File: src/rtl/idba_pkg.sv
// Shared constants and operation codes for the identifier bitmap allocator.
`default_nettype none

package idba_pkg;

	// Map geometry
	localparam int MAP_BYTES = 256;
	localparam int BYTE_W = 8;
	localparam int ID_W = 11;
	localparam int OP_W = 3;
	localparam int ID_FIELD_BYTES = (1 << ID_W) / BYTE_W;
	localparam int SCAN_BYTES = (MAP_BYTES < ID_FIELD_BYTES) ? MAP_BYTES : ID_FIELD_BYTES;
	localparam int ADDR_W = $clog2(MAP_BYTES);
	localparam int PTR_W = $clog2(SCAN_BYTES);
	localparam int BIT_W = $clog2(BYTE_W);

	// Byte values
	localparam logic [BYTE_W-1:0] BYTE_FULL = 8'hFF;
	localparam logic [BYTE_W-1:0] BYTE_ID0 = 8'h01;
	localparam logic [BYTE_W-1:0] BYTE_EMPTY = 8'h00;

	// Operation codes
	typedef enum logic [OP_W-1:0] {
		OP_CLEAR   = 3'd0,
		OP_CLAIM   = 3'd1,
		OP_RELEASE = 3'd2,
		OP_FIND_LO = 3'd3,
		OP_FIND_HI = 3'd4
	} op_t;

endpackage

`default_nettype wire

File: src/rtl/idba_ram.sv
// Generic single-write, single-read RAM with registered read data.
`default_nettype none

module idba_ram #(
	parameter int WIDTH = 8,
	parameter int DEPTH = 256
) (
	input  wire logic                     clk,
	input  wire logic                     we,
	input  wire logic [$clog2(DEPTH)-1:0] waddr,
	input  wire logic [WIDTH-1:0]         wdata,
	input  wire logic [$clog2(DEPTH)-1:0] raddr,
	output logic      [WIDTH-1:0]         rdata
);

	logic [WIDTH-1:0] mem_q [DEPTH];

	// Write port and registered read port
	always_ff @(posedge clk) begin
		if (we) begin
			mem_q[waddr] <= wdata;
		end
		rdata <= mem_q[raddr];
	end

endmodule

`default_nettype wire

File: src/rtl/id_bitmap_allocator.sv
// Top level of the identifier bitmap allocator: control sequencer around the map RAM.
//
//  channel | direction | handshake           | fields
//  --------+-----------+---------------------+---------------------------
//  in      | input     | in_valid / in_ready | op[2:0], ident[10:0]
//  out     | output    | out_valid/out_ready | found_ident[10:0], ok
//
// Clear goes straight to output; claim and release do one RAM read, then write-back.
// Find-lowest and find-highest read one map byte per cycle through the single
// RAM read port, and the scan stops at the first byte with a free bit.
// One item is in work at a time.
// Reset and clear drop all per-byte valid bits, so unwritten bytes read as the
// empty map (id 0 taken) at once; there is no clearing pass.
// A stalled result holds in the output register; the next item is taken
// while it waits.
`default_nettype none

module id_bitmap_allocator (
	input  wire logic                    clk,
	input  wire logic                    arst_n,
	input  wire logic                    in_valid,
	output logic                         in_ready,
	input  wire logic [idba_pkg::OP_W-1:0] op,
	input  wire logic [idba_pkg::ID_W-1:0] ident,
	output logic                         out_valid,
	input  wire logic                    out_ready,
	output logic      [idba_pkg::ID_W-1:0] found_ident,
	output logic                         ok
);

	import idba_pkg::*;

	typedef enum logic [1:0] {
		ST_IDLE,
		ST_RMW,
		ST_SCAN,
		ST_OUT
	} state_t;

	state_t              state_q;
	logic [MAP_BYTES-1:0] valid_q;
	logic                op_claim_q;
	logic [BIT_W-1:0]    bit_q;
	logic                in_map_q;
	logic                hi_q;
	logic [PTR_W-1:0]    scan_ptr_q;
	logic                issue_done_q;
	logic                scan_vld_s1;
	logic                scan_last_s1;
	logic [ADDR_W-1:0]   rd_addr_s1;
	logic [ID_W-1:0]     res_found_q;
	logic                res_ok_q;
	logic                out_valid_q;
	logic [ID_W-1:0]     found_ident_q;
	logic                ok_q;

	logic [ADDR_W-1:0]   raddr;
	logic [BYTE_W-1:0]   rdata;
	logic                ram_we;
	logic [BYTE_W-1:0]   ram_wdata;
	logic [BYTE_W-1:0]   byte_eff;
	logic [BYTE_W-1:0]   hi_byte;
	logic [BYTE_W-1:0]   bit_mask;
	logic                bit_taken;
	logic                lo_hit;
	logic                hi_hit;
	logic                scan_hit;
	logic [BIT_W-1:0]    lo_bit;
	logic [BIT_W-1:0]    hi_bit;
	logic [ID_W-1:0]     scan_found;
	logic [PTR_W-1:0]    scan_end;
	logic [ID_W-BIT_W-1:0] ident_byte;

	// Lowest clear bit of a byte
	function automatic logic [BIT_W-1:0] lowest_zero(input logic [BYTE_W-1:0] b);
		logic [BIT_W-1:0] r;
		r = '0;
		for (int j = BYTE_W - 1; j >= 0; j--) begin
			if (!b[j]) r = BIT_W'(j);
		end
		return r;
	endfunction

	// Highest clear bit of a byte
	function automatic logic [BIT_W-1:0] highest_zero(input logic [BYTE_W-1:0] b);
		logic [BIT_W-1:0] r;
		r = '0;
		for (int j = 0; j < BYTE_W; j++) begin
			if (!b[j]) r = BIT_W'(j);
		end
		return r;
	endfunction

	idba_ram #(
		.WIDTH(BYTE_W),
		.DEPTH(MAP_BYTES)
	) u_map (
		.clk   (clk),
		.we    (ram_we),
		.waddr (rd_addr_s1),
		.wdata (ram_wdata),
		.raddr (raddr),
		.rdata (rdata)
	);

	assign ident_byte = ident[ID_W-1:BIT_W];

	// Read address: the item's byte when idle, the scan pointer while scanning
	always_comb begin
		if (state_q == ST_SCAN) begin
			raddr = ADDR_W'(scan_ptr_q);
		end else begin
			raddr = ADDR_W'(ident_byte);
		end
	end

	// Byte as seen by the map: unwritten bytes hold their cleared value
	always_comb begin
		if (valid_q[rd_addr_s1]) begin
			byte_eff = rdata;
		end else if (rd_addr_s1 == '0) begin
			byte_eff = BYTE_ID0;
		end else begin
			byte_eff = BYTE_EMPTY;
		end
	end

	// Read-modify-write for claim and release
	assign bit_mask = BYTE_W'(1) << bit_q;
	assign bit_taken = |(byte_eff & bit_mask);
	always_comb begin
		ram_we = 1'b0;
		ram_wdata = byte_eff & ~bit_mask;
		if (state_q == ST_RMW && in_map_q) begin
			if (op_claim_q) begin
				ram_we = !bit_taken;
				ram_wdata = byte_eff | bit_mask;
			end else begin
				ram_we = 1'b1;
			end
		end
	end

	// Free-bit search in the byte returned to the scan; bit 0 ignored going down
	assign hi_byte = byte_eff | BYTE_ID0;
	assign lo_hit = byte_eff != BYTE_FULL;
	assign hi_hit = hi_byte != BYTE_FULL;
	assign lo_bit = lowest_zero(byte_eff);
	assign hi_bit = highest_zero(hi_byte);
	assign scan_hit = hi_q ? hi_hit : lo_hit;
	assign scan_found = ID_W'({rd_addr_s1[PTR_W-1:0], (hi_q ? hi_bit : lo_bit)});
	assign scan_end = hi_q ? PTR_W'(1) : PTR_W'(SCAN_BYTES - 1);

	// Sequencer, map valid bits and output register
	always_ff @(posedge clk or negedge arst_n) begin
		if (!arst_n) begin
			state_q <= ST_IDLE;
			valid_q <= '0;
			op_claim_q <= 1'b0;
			bit_q <= '0;
			in_map_q <= 1'b0;
			hi_q <= 1'b0;
			scan_ptr_q <= '0;
			issue_done_q <= 1'b0;
			scan_vld_s1 <= 1'b0;
			scan_last_s1 <= 1'b0;
			rd_addr_s1 <= '0;
			res_found_q <= '0;
			res_ok_q <= 1'b0;
			out_valid_q <= 1'b0;
			found_ident_q <= '0;
			ok_q <= 1'b0;
		end else begin
			rd_addr_s1 <= raddr;
			// In ST_OUT an accepted result is replaced by the next one
			if (out_ready && state_q != ST_OUT) begin
				out_valid_q <= 1'b0;
			end
			if (ram_we) begin
				valid_q[rd_addr_s1] <= 1'b1;
			end
			unique case (state_q)
				ST_IDLE: begin
					if (in_valid) begin
						op_claim_q <= op == OP_CLAIM;
						bit_q <= ident[BIT_W-1:0];
						in_map_q <= 32'(ident_byte) < MAP_BYTES;
						hi_q <= op == OP_FIND_HI;
						res_found_q <= '0;
						res_ok_q <= 1'b0;
						issue_done_q <= 1'b0;
						scan_vld_s1 <= 1'b0;
						scan_last_s1 <= 1'b0;
						unique case (op)
							OP_CLEAR: begin
								valid_q <= '0;
								res_ok_q <= 1'b1;
								state_q <= ST_OUT;
							end
							OP_CLAIM, OP_RELEASE: begin
								state_q <= ST_RMW;
							end
							OP_FIND_LO: begin
								scan_ptr_q <= '0;
								state_q <= ST_SCAN;
							end
							OP_FIND_HI: begin
								scan_ptr_q <= PTR_W'(SCAN_BYTES - 1);
								state_q <= ST_SCAN;
							end
							default: begin
								state_q <= ST_OUT;
							end
						endcase
					end
				end
				ST_RMW: begin
					res_ok_q <= op_claim_q ? (in_map_q && !bit_taken) : 1'b1;
					state_q <= ST_OUT;
				end
				ST_SCAN: begin
					if (scan_vld_s1 && (scan_hit || scan_last_s1)) begin
						res_found_q <= scan_hit ? scan_found : '0;
						res_ok_q <= scan_hit;
						state_q <= ST_OUT;
					end else begin
						scan_vld_s1 <= !issue_done_q;
						scan_last_s1 <= !issue_done_q && scan_ptr_q == scan_end;
						if (scan_ptr_q == scan_end) begin
							issue_done_q <= 1'b1;
						end else if (hi_q) begin
							scan_ptr_q <= scan_ptr_q - PTR_W'(1);
						end else begin
							scan_ptr_q <= scan_ptr_q + PTR_W'(1);
						end
					end
				end
				ST_OUT: begin
					if (!out_valid_q || out_ready) begin
						out_valid_q <= 1'b1;
						found_ident_q <= res_found_q;
						ok_q <= res_ok_q;
						state_q <= ST_IDLE;
					end
				end
				default: begin
					state_q <= ST_IDLE;
				end
			endcase
		end
	end

	assign in_ready = state_q == ST_IDLE;
	assign out_valid = out_valid_q;
	assign found_ident = found_ident_q;
	assign ok = ok_q;

	// A found identifier always comes with success
	a_found_ok: assert property (@(posedge clk) disable iff (!arst_n)
		(out_valid && found_ident != '0) |-> ok)
		else $error("found identifier without ok");

	// The map is written only during a claim or release
	a_we_rmw: assert property (@(posedge clk) disable iff (!arst_n)
		ram_we |-> state_q == ST_RMW)
		else $error("map write outside read-modify-write");

	// A written byte is marked valid afterwards
	a_we_valid: assert property (@(posedge clk) disable iff (!arst_n)
		ram_we |=> valid_q[$past(rd_addr_s1)])
		else $error("written byte not marked valid");

	// The scan never reports id 0 from find-highest
	a_hi_nonzero: assert property (@(posedge clk) disable iff (!arst_n)
		(state_q == ST_SCAN && hi_q && scan_vld_s1 && scan_hit) |-> scan_found[BIT_W-1:0] != '0)
		else $error("find-highest picked bit 0");

endmodule

`default_nettype wire
File: config.mk
export PLATFORM = sky130hd
export DESIGN_NAME = id_bitmap_allocator
export DESIGN_NICKNAME = d
export VERILOG_FILES = /design/src/rtl/idba_pkg.sv /design/src/rtl/idba_ram.sv /design/src/rtl/id_bitmap_allocator.sv
export SDC_FILE = /design/constraint.sdc
export NUM_CORES = 2
export LEC_CHECK = 0
export BUFFER_PORTS_ARGS = -buffer_cell sky130_fd_sc_hd__buf_2
export CAP_MARGIN = 0
export CORE_UTILIZATION = 53
export CTS_CLUSTER_DIAMETER = 30
export DETAILED_ROUTE_END_ITERATION = 8
export PLACE_DENSITY_LB_ADDON = 0.1
export SYNTH_ARGS = -nofsm -noshare
export SYNTH_HDL_FRONTEND = slang
export SYNTH_SLANG_ARGS = --single-unit
File: constraint.sdc
create_clock -name clk -period 15.4 [get_ports clk]
set_input_delay 0.77 -clock clk [delete_from_list [all_inputs] [get_ports clk]]
set_output_delay 0.77 -clock clk [all_outputs]
set_load 0.005 [all_outputs]
# == After elaboration in Yosys (flattened, before gate mapping) ==
# Memories as Yosys holds them, arrays and structs flattened. A register that Yosys moved wholly into a read port is not among the register bits.
# Cells that the tools add are included.
# word_totals
input_bits,18
output_inout_bits,14
reg_bits,308
memories,1
mem_bits_rw,2048
elab_cells,138
# mem_list
name,depth,width,read_ports,rd_ports_with_merged_regs,wr,line_no,source
u_map.mem_q,256,8,1,1,1,idba_ram.sv:16,logic [WIDTH-1:0] mem_q [DEPTH];
# op_classes
n_mux,66
n_addsub,2
n_eq_ne,18
n_reduce_logical,27
order_cmp,2
bitwise,5
shifts,1
# op_table
operator,n
$mux W256,4
$or A256 B256 Y256,1
$mux W8,9
$mux W3,15
$mux W11,3
$pmux W8 S2,2
$pmux W11 S2,1
$mux W1,21
$and A8 B8 Y8,2
$reduce_and A3 Y1,4
$ne A2 B2 Y1 const B,5
$lt A8 B9 Y1 const B,1
$add A8 B1 Y8 const B,1
$bmux W1 S8,1
$demux W1 S8,1
$eq A8 B8 Y1,1
$ge A8 B1 Y1 const B,1
$logic_not A8 Y1,1
$ne A8 B8 Y1 const B,1
$not A8 Y8,1
$or A8 B8 Y8,1
$pmux W2 S4,1
$reduce_or A8 Y1,1
$shl A1 B3 Y8 const A,1
24 further kinds,41

# == Depth between registers and ports, before layout ==
# depth
depth_word,15
ltp_mapped,17
mapped_depth_nobuf,13

# == By module ==
# Synthesis repeated with hierarchy kept, for this count alone.
# unflattened
cells_unflattened,4887
area_unflattened_um2,94071.5
# modules_own_cells
module,area_per_inst_um2,cells_per_inst,instances
idba_ram,79556.3,3733,1
id_bitmap_allocator,14515.2,1154,1

# == Least setup slack after synthesis ==
# No wires, ideal clock.
# synth_timing
path_type,reg2reg
start,register state_q[1]
end,memory u_map.mem_q[0][6] (data pin)
setup_slack_ns,1.890
arrival_time_ns,11.275
setup_time_ns,2.235
t_required_ns,13.165
stages_incl_launch_ff,5
cell_sequence,dfrtp_1 inv_1 ha_1 nand3_1 o31ai_1
# synth_via
elab_chain_len,3
# synth_lines
element,line_no,source
"start, declared",id_bitmap_allocator.sv:40,state_t state_q;
"start signal, assigned",id_bitmap_allocator.sv:157,state_q <= ST_IDLE;
"start signal, assigned",id_bitmap_allocator.sv:198,state_q <= ST_OUT;
"start signal, assigned",id_bitmap_allocator.sv:201,state_q <= ST_RMW;
$eq A2 B1 Y1,id_bitmap_allocator.sv:134,if (state_q == ST_RMW && in_map_q) begin
$logic_and A1 B1 Y1,id_bitmap_allocator.sv:134,
$mux W8,id_bitmap_allocator.sv:134,
named net ram_wdata[6],id_bitmap_allocator.sv:60,logic [BYTE_W-1:0] ram_wdata;
"end, declared",idba_ram.sv:16,
# The timed path passes the listed nets, and every way through them passes these cells.

# == Worst setup path after layout ==
# layout_timing
start,register state_q[0]
end,"register u_map.rdata[3], read port of u_map.mem_q"
# layout_via
elab_chain_len,2
# layout_lines
element,line_no,source
$eq A2 B2 Y1,id_bitmap_allocator.sv:110,if (state_q == ST_SCAN) begin
$mux W8,id_bitmap_allocator.sv:110,
"end, declared",idba_ram.sv:13,output logic [WIDTH-1:0] rdata
# No other way between the ends.
# A chain may end at the register's enable or synchronous reset.

==> reports/metrics.sh <==
TOP_USAGE_LAYER='met2'
YOSYS.CELL_TYPES.COUNT=75
TIMING_MAX_TRANSITION_VIOLATIONS_FINAL=0
GRT.TOTAL_USAGE=0.2998
WORSTSETUPPATHTYPE='flop to flop'
SYNTH-SEQ-AREA-SHARE=0.7173
HOLDCRITSTARTPOINT='op[1]'
MET2_USAGE=0.4575
YOSYS_MOST_USED_DFF='edfxtp_1'
CRITPATHSLOWESTCELL='buf_4'
SHARE_OF_LAYOUT_CELLS_ABOVE_DRIVE_STRENGTH_1=0.1267
GRT_ANTENNA_BEFORE_REPAIR=3
GPL.FINAL_WEIGHTED_CONGESTION=0.8667
FLOORPLAN.DIE.WIDTH_UM=429.2
OUTCOME='finished, final reports clean'
INITIAL_CORE_UTIL=0.5345
VIA_COUNT_OF_THE_FIRST_GLOBAL_ROUTING_PASS=63168
FLOORPLAN.IO_PINS=32
CTS_NUM_SINKS=2364
SYNTH_ENABLE_FLOP_CELLS=2048
CRITPATHREQUIREDTIME_PS=16300
POWERDENSITY_nW_PER_UM2=240.2
FMAX_MHz=147.2
CORE_UM2=180900
WORST_SKEW_PAIR.LATE_LATENCY_PS=1000
CTSRESIZECOUNT=0
DESIGN.DIE.AREA_UM2=184200
NETLIST_AREA_UM2=96710
PLACE.DETAILED.HPWL_UM=157000
MAPPEDNETLISTNETS=7856
CTSROOTBUFFERMASTER='clkbuf_16'
CTS_TREE='yes'
DETAIL_ROUTE.WL_PER_CELL_UM=26.13
FINAL_MIN_PERIOD_OVER_CLOCK_PERIOD=0.4411
MET1_USAGE=0.4238
MAX-CLOCK-PATH-BUFFERS=4
AREA_USED_BY_SEQUENTIAL_LOGIC_IN_THE_LAYOUT_UM2=69370
R2R-START='state_q[0]$_DFFE_PN0P_'
POWER.IR.VDD_WORST_V=0.0002683
POST-ROUTE-DRC-COUNT=0
WHS_PATH_DEPTH=2
MIN-DELAY-PATH-CLASS='primary input to flop'
LAYOUT.NETS=7922
CHIPHEIGHT_UM=429.2
TIMING.REG2REG.WORST_PATH_DEPTH=17
CRITICAL-PATH-MAX-STAGE-DELAY_PS=760
TIGHTESTPINTRANSITION_PS=1277
HOLD_VIOL=0
WORSTSETUPSTARTPOINTTYPE='flop'
GRT.MET3_USAGE=0.05817
GRT_START_MAX_NET_PINS=186
HOLD_PATH_END='op_claim_q$_DFFE_PN0P_'
CLK_PIN_SLEW_PS=50
FIRST_DRT_ITERATION_DRCS=7482
NUMPORTBUFFERS=31
REPORT.FINAL.SETUP_VIOL=0
CRIT_PATH_MAX_FO=185
LEAKAGE_uW=0.04175
CP_COMMON_CELL='buf_4'
ASYNCSETRESETFLOPFRACSYNTH=0.1303
OVERFLOW_AFTER_GRT=0
SYNTH_WARNINGS=0
CLOCK_SKEW_PS=74.84
PLACE_WORST_SETUP_SLACK_PS=8653
ROUTE.DETAILED.VIAS_PER_INST=6.139
FINAL.MIN_CLOCK_PERIOD_PS=6793
LAYOUT.CELL_AREA.NON_FILLER_UM2=114900
ENDPOINT_OF_THE_WORST_REGISTER_TO_REGISTER_PATH='u_map.rdata[3]$_DFF_P_'
WORSTPATHCELLLIST='inv_1, ha_1, buf_4, mux2i_4, buf_4, buf_12, buf_4, buf_4, nand2_1, and3_1, a311oi_1, a311oi_1, a311oi_1, nor3_1, a211oi_1, nor3_1, a31oi_1'
FILL_CELLS=13430
FINAL.SETUP.WORST_SLACK_PS=8607
POST_SYNTH_INST_COUNT=7825
DRT-TOTAL-WL_UM=278600
REGTOREGSETUPSLACK_PS=8610
GRT_FIRST_PASS_WIRELENGTH_UM=413700
SETUP_TOTAL_NEGATIVE_SLACK_PS=0
CTS_MADE_BUFFERS=482
DETAILEDROUTE.FIRSTPASSITERATIONCOUNT=6
DETAILROUTE.VIA_COUNT=65444
SYNTHESIS.AREA_PER_INSTANCE_UM2=12.36
NUM_ROWS=156
SETUP_REPAIR_AFTER_GLOBAL_ROUTING_MISSED_ITS_MARGIN='false'
TIMING.SLEW.HEADROOM=0.1459
MAX_CAP_VIOL_COUNT=0
MULTI_INPUT_AREA_UM2=25050
DPL_CELL_AREA_UM2=98820
ARRIVAL_TIME_OF_DATA_AT_THE_CRITICAL_PATH_ENDPOINT_PS=7700
CTS.HTREE.LEVELS=5
YS_SEQ_ELEMENTS=2364
CRITICAL_PATH.ENDPOINT_TYPE='flop'
SYNTHTOLAYOUTAREAGROWTH_PCT=18.77
DETAIL-ROUTE-ANTENNA-NETS=0
## how the worst max path moves through the flow
stage	from	end
after floorplan	state_q[1]$_DFFE_PN0P_	u_map.mem_q[0][6]$_DFFE_PP_
after global placement	state_q[0]$_DFFE_PN0P_	u_map.rdata[3]$_DFF_P_
after detailed placement	state_q[0]$_DFFE_PN0P_	u_map.rdata[3]$_DFF_P_
after CTS	state_q[0]$_DFFE_PN0P_	u_map.rdata[3]$_DFF_P_
after global routing	state_q[0]$_DFFE_PN0P_	u_map.rdata[3]$_DFF_P_
final	state_q[0]$_DFFE_PN0P_	u_map.rdata[3]$_DFF_P_
## worst max-delay path, delay by kind of cell, from the launching register on
kind / cells / cell delay, ps
buffers and inverters: 6 / 3320
AOI/OAI and AO/OA: 5 / 1580
muxes: 1 / 370
and+or+nand+nor: 4 / 650
DFF: 1 / 400
adders and majority gates: 1 / 160
## routing by layer
metal,up-vias,share of wire
met3,545,0.086
met4,0,0.039
met5,-,0
met1,32762,0.41
met2,3217,0.46
li1,28920,-
## state kept, by name (all words and copies together) (netlist names), 2 cells and up
| register | flops |
|---|---|
| u_map.rdata | 8 |
| rd_addr_s1 | 8 |
| u_map.mem_q | 2048 |
| state_q | 2 |
| res_found_q | 11 |
| valid_q | 256 |
| bit_q | 3 |
| found_ident | 11 |
| scan_ptr_q | 8 |
## where the power goes
group	internal [uW]	total [uW]	switching, uW
Combinational	1840	8100	6260
Clock	6820	10100	3320
Sequential	9040	9350	313
Total	17700	27600	9900
## through the flow
| stage | hold slack [ps] | utilization | power [uW] | std cells |
|---|---|---|---|---|
| after floorplan | 455.9 | - | 14760 | 7825 |
| after global routing | 55.53 | 0.6348 | 28520 | 10658 |
| after global placement | 471.7 | 0.5461 | 17370 | 9776 |
| after detailed placement | 478.9 | 0.5461 | 17480 | 9776 |
| final | 79.08 | 0.6348 | 27590 | 10660 |
| after CTS | 24.33 | 0.6348 | 27590 | 10658 |
## kinds of logic after synthesis
kind of cell / count (synthesis) / share of synthesized area
buffers and inverters: 612 / 0.02621
multiplexers: 146 / 0.01655
AND/OR/NAND/NOR: 3802 / 0.1697
AO/OA/AOI/OAI: 880 / 0.06781
flip-flops: 2364 / 0.7173
adder cells (fa/ha/maj): 13 / 0.001759
XOR/XNOR: 8 / 0.0007245
## cell usage after synthesis (51+ instances only)
| library cell | number | area, um^2 |
|---|---|---|
| nand2_1 | 2121 | 7961 |
| nand3_1 | 1063 | 5320 |
| and3_1 | 138 | 863.3 |
| clkbuf_1 | 458 | 1719 |
| nor2_1 | 329 | 1235 |
| dfrtp_1 | 308 | 7707 |
| mux2i_1 | 128 | 1281 |
| nor2_2 | 52 | 325.3 |
| o21a_1 | 160 | 1201 |
| buf_1 | 56 | 210.2 |
| a31oi_1 | 51 | 319.1 |
| a21oi_1 | 166 | 830.8 |
| edfxtp_1 | 2048 | 61500 |
| a311oi_1 | 355 | 3109 |
## layout make-up
type | instances | share of cell area
flip-flops and latches | 2364 | 0.6039
multi-input cells | 4849 | 0.2181
clock buffers | 572 | 0.1111
clock inverters | 309 | 0.02851
well taps | 2370 | 0.02582
repair buffers | 160 | 0.01131
inverters | 34 | 0.001264
diodes | 2 | 0.00004357
## cells in the final DEF, fill, tap and decap left out, types with 52 or more instances in the layout
cell and instances:
nand2_1 2121, edfxtp_1 2048, nand3_1 1058, clkbuf_16 489, a311oi_1 355, nor2_1 329
dfrtp_1 307, a21oi_1 166, o21a_1 160, and3_1 138, mux2i_1 121, buf_4 115
clkinv_2 94, clkbuf_1 62, clkinv_1 58, bufinv_16 58, clkinvlp_4 56, nor2_2 52
## timing repair
action,4_1_cts,5_1_grt
setup buffers,0,0
hold buffers,1,0
endpoints found under the setup margin,0,0
hold endpoints to repair,104,0
No activity file was read; power rests on OpenSTA's default activity.
